## src/rtl/assert_macros.svh

```systemverilog
// Assertion helpers shared by the RTL.
`ifndef ASSERT_MACROS_SVH
`define ASSERT_MACROS_SVH

`ifndef ASSERT_OFF

// Check that prop holds at every rising clock edge outside reset.
`define ASSERT_PROP(lbl, clk, rst_n, prop) \
  lbl: assert property (@(posedge clk) disable iff (!rst_n) prop) \
    else $error("property check failed");

// Check that cond is never true outside reset.
`define ASSERT_NEVER(lbl, clk, rst_n, cond) \
  lbl: assert property (@(posedge clk) disable iff (!rst_n) !(cond)) \
    else $error("forbidden condition seen");

`else

`define ASSERT_PROP(lbl, clk, rst_n, prop)
`define ASSERT_NEVER(lbl, clk, rst_n, cond)

`endif

`endif

```

## src/rtl/gsis_pkg.sv

```systemverilog
`default_nettype none

package gsis_pkg;

  localparam int unsigned GainWidth = 21;
  localparam int unsigned ErrWidth = 15;
  localparam int unsigned PosWidth = 16;
  localparam int unsigned DeadbandWidth = 14;
  localparam int unsigned CfgIdxWidth = 3;
  localparam int unsigned StepWidth = PosWidth + 1;
  localparam int unsigned ProdWidth = GainWidth + ErrWidth;

  typedef enum logic [CfgIdxWidth-1:0] {
    REG_PAN_GAIN   = 3'd0,
    REG_TILT_GAIN  = 3'd1,
    REG_SLEW_LIMIT = 3'd2,
    REG_DEADBAND   = 3'd3,
    REG_PAN_LOW    = 3'd4,
    REG_PAN_HIGH   = 3'd5,
    REG_TILT_LOW   = 3'd6,
    REG_TILT_HIGH  = 3'd7
  } cfg_reg_e;

  // Per-axis settings handed to one lane.
  typedef struct packed {
    logic signed [GainWidth-1:0] gain;
    logic [PosWidth-1:0]         slew_limit;
    logic [DeadbandWidth-1:0]    deadband;
    logic [PosWidth-1:0]         low;
    logic [PosWidth-1:0]         high;
  } axis_cfg_t;

  // Pipeline strobes from the controller to the lanes.
  typedef struct packed {
    logic take;    // capture a new transaction into stage one
    logic commit;  // move stage one into the position/output register
    logic s1_full;
  } pipe_ctl_t;

endpackage

`default_nettype wire

```

## src/rtl/gsis_lane.sv

```systemverilog
`default_nettype none

module gsis_lane #(
  parameter int unsigned ANGLE_FRAC_BITS = 12,
  parameter int unsigned PULSE_WIDTH = 16
) (
  input  logic                                   clk_i,
  input  logic                                   rst_ni,
  input  gsis_pkg::pipe_ctl_t                    ctl_i,
  input  gsis_pkg::axis_cfg_t                    cfg_i,
  input  logic                                   op_i,
  input  logic signed [gsis_pkg::ErrWidth-1:0]   err_i,
  input  logic [gsis_pkg::PosWidth-1:0]          value_i,
  output logic [PULSE_WIDTH-1:0]                 pos_o
);

  localparam int unsigned SumWidth = ((PULSE_WIDTH > gsis_pkg::PosWidth) ?
                                      PULSE_WIDTH : gsis_pkg::PosWidth) + 2;
  localparam int unsigned PW = gsis_pkg::ProdWidth;

  // stage one: deadband, gain, shift, slew limit
  logic signed [gsis_pkg::ErrWidth:0]      err_x;
  logic [gsis_pkg::ErrWidth:0]             mag;
  logic signed [gsis_pkg::ErrWidth-1:0]    err_eff;
  logic signed [PW-1:0]                    prod;
  logic signed [PW-1:0]                    shifted;
  logic signed [PW-1:0]                    lim_pos;
  logic signed [PW-1:0]                    lim_neg;
  logic signed [PW-1:0]                    step;

  logic                                    op_q;
  logic signed [gsis_pkg::StepWidth-1:0]   d_q;
  logic [PULSE_WIDTH-1:0]                  val_q;

  always_comb begin
    err_x   = {err_i[gsis_pkg::ErrWidth-1], err_i};
    mag     = (err_x < 0) ? $unsigned(-err_x) : $unsigned(err_x);
    err_eff = (mag < {2'b00, cfg_i.deadband}) ? '0 : err_i;
    prod    = err_eff * cfg_i.gain;
    shifted = prod >>> ANGLE_FRAC_BITS;
    lim_pos = $signed({{(PW - gsis_pkg::PosWidth){1'b0}}, cfg_i.slew_limit});
    lim_neg = -lim_pos;
    if (shifted > lim_pos) begin
      step = lim_pos;
    end else if (shifted < lim_neg) begin
      step = lim_neg;
    end else begin
      step = shifted;
    end
  end

  always_ff @(posedge clk_i) begin
    if (ctl_i.take) begin
      op_q  <= op_i;
      d_q   <= step[gsis_pkg::StepWidth-1:0];
      val_q <= PULSE_WIDTH'(value_i);
    end
  end

  // stage two: accumulate and clamp to the axis window
  logic signed [SumWidth-1:0] sum;
  logic signed [SumWidth-1:0] hi_x;
  logic signed [SumWidth-1:0] lo_x;
  logic signed [SumWidth-1:0] top_x;
  logic signed [SumWidth-1:0] v_hi;
  logic signed [SumWidth-1:0] v_lo;
  logic signed [SumWidth-1:0] v_sat;
  logic [PULSE_WIDTH-1:0]     pos_d;
  logic [PULSE_WIDTH-1:0]     pos_q;

  always_comb begin
    sum   = $signed({{(SumWidth - PULSE_WIDTH){1'b0}}, pos_q}) + SumWidth'(d_q);
    hi_x  = $signed({{(SumWidth - gsis_pkg::PosWidth){1'b0}}, cfg_i.high});
    lo_x  = $signed({{(SumWidth - gsis_pkg::PosWidth){1'b0}}, cfg_i.low});
    top_x = $signed({{(SumWidth - PULSE_WIDTH){1'b0}}, {PULSE_WIDTH{1'b1}}});
    v_hi  = (sum > hi_x) ? hi_x : sum;
    // low bound wins when the window is inverted
    v_lo  = (v_hi < lo_x) ? lo_x : v_hi;
    if (v_lo < 0) begin
      v_sat = '0;
    end else if (v_lo > top_x) begin
      v_sat = top_x;
    end else begin
      v_sat = v_lo;
    end
    pos_d = op_q ? val_q : v_sat[PULSE_WIDTH-1:0];
  end

  always_ff @(posedge clk_i or negedge rst_ni) begin
    if (!rst_ni) begin
      pos_q <= '0;
    end else if (ctl_i.commit) begin
      pos_q <= pos_d;
    end
  end

  assign pos_o = pos_q;

endmodule

`default_nettype wire

```

## src/rtl/gsis_ctrl.sv

```systemverilog
`default_nettype none

module gsis_ctrl (
  input  logic                 clk_i,
  input  logic                 rst_ni,
  input  logic                 in_valid_i,
  output logic                 in_stall_o,
  output logic                 out_valid_o,
  input  logic                 out_stall_i,
  output gsis_pkg::pipe_ctl_t  ctl_o
);

  logic s1_valid_d, s1_valid_q;
  logic out_valid_d, out_valid_q;
  logic commit;
  logic take;

  // stage one drains whenever the output register is free or being taken
  assign commit     = s1_valid_q && (!out_valid_q || !out_stall_i);
  assign in_stall_o = s1_valid_q && !commit;
  assign take       = in_valid_i && !in_stall_o;

  always_comb begin
    s1_valid_d = s1_valid_q;
    if (take) begin
      s1_valid_d = 1'b1;
    end else if (commit) begin
      s1_valid_d = 1'b0;
    end
    out_valid_d = out_valid_q;
    if (commit) begin
      out_valid_d = 1'b1;
    end else if (!out_stall_i) begin
      out_valid_d = 1'b0;
    end
  end

  always_ff @(posedge clk_i or negedge rst_ni) begin
    if (!rst_ni) begin
      s1_valid_q  <= 1'b0;
      out_valid_q <= 1'b0;
    end else begin
      s1_valid_q  <= s1_valid_d;
      out_valid_q <= out_valid_d;
    end
  end

  assign out_valid_o   = out_valid_q;
  assign ctl_o.take    = take;
  assign ctl_o.commit  = commit;
  assign ctl_o.s1_full = s1_valid_q;

endmodule

`default_nettype wire

```

## src/rtl/gaze_servo_increment_step_core.sv

```systemverilog
// Pan/tilt servo step engine.
// Input channel (in_valid_i / in_stall_o) carries one transaction per item:
// op_i = 0 steps both axes by the gain-scaled angle errors, op_i = 1 loads
// pan_value_i / tilt_value_i as the new positions. Each item yields exactly
// one result on the output channel (out_valid_o / out_stall_i) holding the
// new pan and tilt positions in sixteenths of a tick.
// An item goes through the stage-one and output registers. Throughput is one
// item per cycle unless out_stall_i holds: multiply and slew limit sit in
// stage one, and only the held position's add-and-clamp loops in stage two.
// When the receiver stalls, the result holds in the output register and one
// more item may be taken into stage one; after that in_stall_o rises.
// Reset clears both positions to zero, empties the pipeline, and sets the
// registers to gain 0, max step 65535, deadband 0, bounds 0 to 65535.
// Registers are written through cfg_we_i / cfg_index_i / cfg_data_i and are
// meant to change only while the pipeline is empty.
`default_nettype none
`include "assert_macros.svh"

module gaze_servo_increment_step_core #(
  parameter int unsigned ANGLE_FRAC_BITS = 12,
  parameter int unsigned PULSE_WIDTH = 16
) (
  input  logic                                     clk_i,
  input  logic                                     rst_ni,
  input  logic                                     cfg_we_i,
  input  logic [gsis_pkg::CfgIdxWidth-1:0]         cfg_index_i,
  input  logic [gsis_pkg::GainWidth-1:0]           cfg_data_i,
  input  logic                                     in_valid_i,
  output logic                                     in_stall_o,
  input  logic                                     op_i,
  input  logic signed [gsis_pkg::ErrWidth-1:0]     yaw_err_i,
  input  logic signed [gsis_pkg::ErrWidth-1:0]     pitch_err_i,
  input  logic [gsis_pkg::PosWidth-1:0]            pan_value_i,
  input  logic [gsis_pkg::PosWidth-1:0]            tilt_value_i,
  output logic                                     out_valid_o,
  input  logic                                     out_stall_i,
  output logic [gsis_pkg::PosWidth-1:0]            pan_pulse_o,
  output logic [gsis_pkg::PosWidth-1:0]            tilt_pulse_o
);

  gsis_pkg::axis_cfg_t pan_cfg_q, tilt_cfg_q;
  gsis_pkg::pipe_ctl_t ctl;
  logic [PULSE_WIDTH-1:0] pan_pos, tilt_pos;

  // register file; max step and deadband are shared by both lanes
  always_ff @(posedge clk_i or negedge rst_ni) begin
    if (!rst_ni) begin
      pan_cfg_q.gain        <= '0;
      pan_cfg_q.slew_limit  <= '1;
      pan_cfg_q.deadband    <= '0;
      pan_cfg_q.low         <= '0;
      pan_cfg_q.high        <= '1;
      tilt_cfg_q.gain       <= '0;
      tilt_cfg_q.slew_limit <= '1;
      tilt_cfg_q.deadband   <= '0;
      tilt_cfg_q.low        <= '0;
      tilt_cfg_q.high       <= '1;
    end else if (cfg_we_i) begin
      unique case (gsis_pkg::cfg_reg_e'(cfg_index_i))
        gsis_pkg::REG_PAN_GAIN:  pan_cfg_q.gain <= $signed(cfg_data_i);
        gsis_pkg::REG_TILT_GAIN: tilt_cfg_q.gain <= $signed(cfg_data_i);
        gsis_pkg::REG_SLEW_LIMIT: begin
          pan_cfg_q.slew_limit  <= cfg_data_i[gsis_pkg::PosWidth-1:0];
          tilt_cfg_q.slew_limit <= cfg_data_i[gsis_pkg::PosWidth-1:0];
        end
        gsis_pkg::REG_DEADBAND: begin
          pan_cfg_q.deadband  <= cfg_data_i[gsis_pkg::DeadbandWidth-1:0];
          tilt_cfg_q.deadband <= cfg_data_i[gsis_pkg::DeadbandWidth-1:0];
        end
        gsis_pkg::REG_PAN_LOW:   pan_cfg_q.low <= cfg_data_i[gsis_pkg::PosWidth-1:0];
        gsis_pkg::REG_PAN_HIGH:  pan_cfg_q.high <= cfg_data_i[gsis_pkg::PosWidth-1:0];
        gsis_pkg::REG_TILT_LOW:  tilt_cfg_q.low <= cfg_data_i[gsis_pkg::PosWidth-1:0];
        gsis_pkg::REG_TILT_HIGH: tilt_cfg_q.high <= cfg_data_i[gsis_pkg::PosWidth-1:0];
        default: ;
      endcase
    end
  end

  gsis_ctrl u_ctrl (
    .clk_i       (clk_i),
    .rst_ni      (rst_ni),
    .in_valid_i  (in_valid_i),
    .in_stall_o  (in_stall_o),
    .out_valid_o (out_valid_o),
    .out_stall_i (out_stall_i),
    .ctl_o       (ctl)
  );

  gsis_lane #(
    .ANGLE_FRAC_BITS (ANGLE_FRAC_BITS),
    .PULSE_WIDTH     (PULSE_WIDTH)
  ) u_pan_lane (
    .clk_i   (clk_i),
    .rst_ni  (rst_ni),
    .ctl_i   (ctl),
    .cfg_i   (pan_cfg_q),
    .op_i    (op_i),
    .err_i   (yaw_err_i),
    .value_i (pan_value_i),
    .pos_o   (pan_pos)
  );

  gsis_lane #(
    .ANGLE_FRAC_BITS (ANGLE_FRAC_BITS),
    .PULSE_WIDTH     (PULSE_WIDTH)
  ) u_tilt_lane (
    .clk_i   (clk_i),
    .rst_ni  (rst_ni),
    .ctl_i   (ctl),
    .cfg_i   (tilt_cfg_q),
    .op_i    (op_i),
    .err_i   (pitch_err_i),
    .value_i (tilt_value_i),
    .pos_o   (tilt_pos)
  );

  // merge both lanes into one result transaction
  assign pan_pulse_o  = gsis_pkg::PosWidth'(pan_pos);
  assign tilt_pulse_o = gsis_pkg::PosWidth'(tilt_pos);

  `ASSERT_PROP(a_stall_full, clk_i, rst_ni, in_stall_o |-> (out_valid_o && out_stall_i && ctl.s1_full))
  `ASSERT_PROP(a_out_drains, clk_i, rst_ni, (out_valid_o && !out_stall_i && !ctl.s1_full) |=> !out_valid_o)
  `ASSERT_PROP(a_out_from_s1, clk_i, rst_ni, $rose(out_valid_o) |-> $past(ctl.s1_full))
  `ASSERT_NEVER(a_commit_empty, clk_i, rst_ni, ctl.commit && !ctl.s1_full)

endmodule

`default_nettype wire
```

## config.mk

```make
export PLATFORM = sky130hd
export DESIGN_NAME = gaze_servo_increment_step_core
export DESIGN_NICKNAME = d
export VERILOG_FILES = /design/src/rtl/gsis_pkg.sv /design/src/rtl/gsis_lane.sv /design/src/rtl/gsis_ctrl.sv /design/src/rtl/gaze_servo_increment_step_core.sv
export VERILOG_INCLUDE_DIRS = /design/src /design/src/rtl
export SDC_FILE = /design/constraint.sdc
export NUM_CORES = 2
export LEC_CHECK = 0
export ABC_AREA = 1
export ABC_CLOCK_PERIOD_IN_PS = 11100
export BUFFER_PORTS_ARGS = -buffer_cell sky130_fd_sc_hd__buf_4
export CAP_MARGIN = 15
export CORE_AREA = 2 2 302 304
export DETAILED_ROUTE_END_ITERATION = 10
export DIE_AREA = 0 0 304 306
export GPL_TIMING_DRIVEN = 0
export PLACE_DENSITY = 0.7
export SLEW_MARGIN = 5
export SYNTH_ARGS = -nofsm -noshare
export SYNTH_HDL_FRONTEND = slang
export SYNTH_SLANG_ARGS = --single-unit
```

## constraint.sdc

```tcl
create_clock -name clk_i -period 11.1 [get_ports clk_i]
set_input_delay 1.665 -clock clk_i [delete_from_list [all_inputs] [get_ports clk_i]]
set_output_delay 1.665 -clock clk_i [all_outputs]
set_load 0.02 [all_outputs]
```

==> results.md <==
- Finished Layout Cells: 6591
- CP required: 11.57 ns
- Final Slew Violations: 0
- Cells after DPL: 6402
- Synth Warn #: 0
- Setup-failing EPs final: 0
- Yosys top cell area share: 29.9%
- Cell count after synthesis: 5102
- Outcome: finished, final reports clean
- Largest net degree at the start of global routing: 90
- Most frequent CP cell: fa_1
- Setup CP Type: in -> reg
- Most used flip-flop cell after synthesis: dfrtp_1
- Filler cell count: 8149
- Yosys cell types: 63
- First-iteration detailed-routing DRC count: 2741
- Die width: 304 um
- Crit. End Element: flip-flop
- Least-Margin Pin Slew: 1.05 ns
- Floorplan row count: 110
- Fin nets: 6487
- CTS Buf Count: 29
- # IOs: 126
- Most frequent cell after synthesis: nand2_1
- Post-Syn Nets: 6198
- CP delay by family, top: adder cells
- Layout cells sized above 1: 14.7%
- Final Worst Setup Slack: 0.205 ns
- Clock Tree Buf Depth: 3
- HP Class: reg -> reg
- Routed wire per std cell: 19.6 um
- Crit start category: input port
- CTS tree: built
- Post-route cell area: 47400 sq um
- Max Cap Violations: 0
- Initial antenna violation count: 3
- CP max stage cell: fa_1
- Crit share post-route: 98.2%
- Die Y: 306 um
- DRC: 0
- Final setup skew: 0.0255 ns
- Critical path peak fanout: 10
- Area Growth Syn to Fin: 17.9%
- First-pass GRT wire length: 196 mm
- Synth async-reset ratio: 71.7%
- Clock Latency Late Sink: 0.61 ns
- Setup crit start: yaw_err_i[2]
- Post-synthesis register bit count: 237
- Most frequent cells after synthesis: 1107 x nand2_1, 1098 x inv_1, 600 x fa_1
- Post-synthesis cell area: 40200 sq um
- GR Overflow Total: 0
- Placement Cell Area: 42700 sq um
- DIE AREA: 93000 sq um
- Post-synth EDFFs: 67
- Max Clk Rate: 91.8 MHz
- Core Region: 89600 sq um
- Syn avg cell area: 7.88 sq um
- Seq/Total Area, Yosys: 15.7%
- Minimum clock period: 10.90 ns
- Vias after detailed routing: 35300
- Clock-pin slew on the worst setup and hold paths: 0.06 ns
- Synth top area cells: fa_1 30%, ha_1 13%, nand2_1 10%, inv_1 10%, dfrtp_1 7.6%
- Via density per instance: 5.36
- Initial Util: 44.9%
- Slowest stage delay, CP: 0.58 ns
- Post-Route WL: 129 mm
- Unrepaired setup endpoints after global routing: true
- Rel. slew slack: 29.4%
- Pre-CTS setup slack: -2.14 ns
- Critical hold path startpoint: pan_cfg_q[10]$_DFFE_PN1P_
- Placer Congestion: 0.971
- Arrival @ worst endpoint: 11.36 ns
- Gr usage total: 27.0%
- CTS root buf: clkbuf_16
- Post-DRT Antenna Nets: 0
- Worst r2r src: tilt_cfg_q[43]$_DFFE_PN0P_
- Hold-fix buffers, CTS: 0
- H-tree depth: 1
- Clock sinks: 237
- WP buf/inv: 14
- PortBufs: 123
- R2R Setup Slk: 1.72 ns
- DP HPWL: 101 mm
- DR pass1 iterations: 6
- Yosys top cell by area: fa_1
- Hold Fails Final Rpt: 0
- Number of global-route vias before repair: 35200
[final timing paths]
check | to | depth (start not counted)
max in group asynchronous | tilt_cfg_q[64]$_DFFE_PN0P_ | 2
setup / recovery | u_pan_lane.d_q[11]$_DFFE_PP_ | 51
hold reg to reg | pan_cfg_q[10]$_DFFE_PN1P_ | 2
setup reg to reg | u_pan_lane.d_q[11]$_DFFE_PP_ | 46
hold / removal | pan_cfg_q[10]$_DFFE_PN1P_ | 2
min in group asynchronous | u_pan_lane.pos_o[10]$_DFFE_PN0P_ | 1
[kinds of logic (layout without fill, tap and decap cells)]
| logic type | after synthesis | in the layout | synth area share (%) |
|---|---|---|---|
| fa+ha+maj | 1004 | 1004 | 42.4 |
| xor+xnor | 115 | 115 | 2.54 |
| compound gates | 624 | 624 | 8.35 |
| buf+inv | 1256 | 1568 | 11.8 |
| other cells | 0 | 1 | 0 |
| simple gates | 1866 | 1866 | 19.1 |
| flops | 237 | 237 | 15.7 |
[tightest hold or removal path: cells and delay by family, from the launching register on]
family             cells  cell delay, ns
DFF                    1            0.37
AOI/OAI and AO/OA      1            0.07
and+or+nand+nor        1            0.05
[final cells by class]
cell class	instances	area, sq um	area share [%]
clock inverter	8	88.8	0.187
timing repair buffer	257	2170	4.59
inverter	1110	4340	9.16
sequential	237	6330	13.4
tap	1176	1470	3.11
timing repair inverter	2	13.8	0.0290
antenna	1	2.50	0.00528
buffer	145	1070	2.25
clock buffer	46	840	1.77
multi-input combinational	3609	31100	65.6
[repair_timing]
item,in CTS,in global routing
resized for setup,231,474
setup buffers,26,98
cloned,3,8
setup endpoints to repair,34,34
pin swaps,24,174
[flip-flops by register name (all words and copies together), names as in the netlist, 16 cells and up]
| register | count |
|---|---|
| tilt_cfg_q | 83 |
| u_pan_lane.pos_o | 16 |
| u_tilt_lane.val_q | 16 |
| u_tilt_lane.d_q | 17 |
| u_pan_lane.val_q | 16 |
| u_pan_lane.d_q | 17 |
| pan_cfg_q | 53 |
| u_tilt_lane.pos_o | 16 |
[routing by layer]
layer	vias up	share of wire, %	track usage (%)
met5	-	0.0085	0
met4	2	6.3	13.7
met3	381	8.6	4.85
met2	1599	45	43.3
met1	17100	40	35.1
li1	16200	-	-
[stage by stage]
stage / TNS, ns / hold WS [ns] / util [%]
floorplan: 0 / 0.453 / -
finish: 0 / 0.489 / 52.9
detailed placement: -67.37 / 0.478 / 47.6
CTS: 0 / 0.491 / 49.8
global route: -4.81 / 0.508 / 52.9
global placement: -64.46 / 0.470 / 47.6
[cells in the final DEF, fill, tap and decap left out, drive strengths merged, types with 16 or more instances in the layout]
cell type / Yosys / layout
nand2: 1132 / 1132
inv: 1103 / 1095
fa: 600 / 600
nor2: 492 / 492
ha: 404 / 404
buf: 34 / 319
a21oi: 287 / 287
o21ai: 252 / 252
clkbuf: 112 / 129
nand3: 124 / 124
dfrtp: 122 / 122
xor2: 86 / 86
edfxtp: 67 / 67
dfstp: 48 / 48
nor3: 36 / 36
nand4: 29 / 29
xnor2: 29 / 29
nor4: 17 / 17
o21a: 16 / 16
and2: 16 / 16
Power is left out: the tool's default activity adds up to more than one toggle a clock period on the data nets, which glitch-free logic cannot reach.
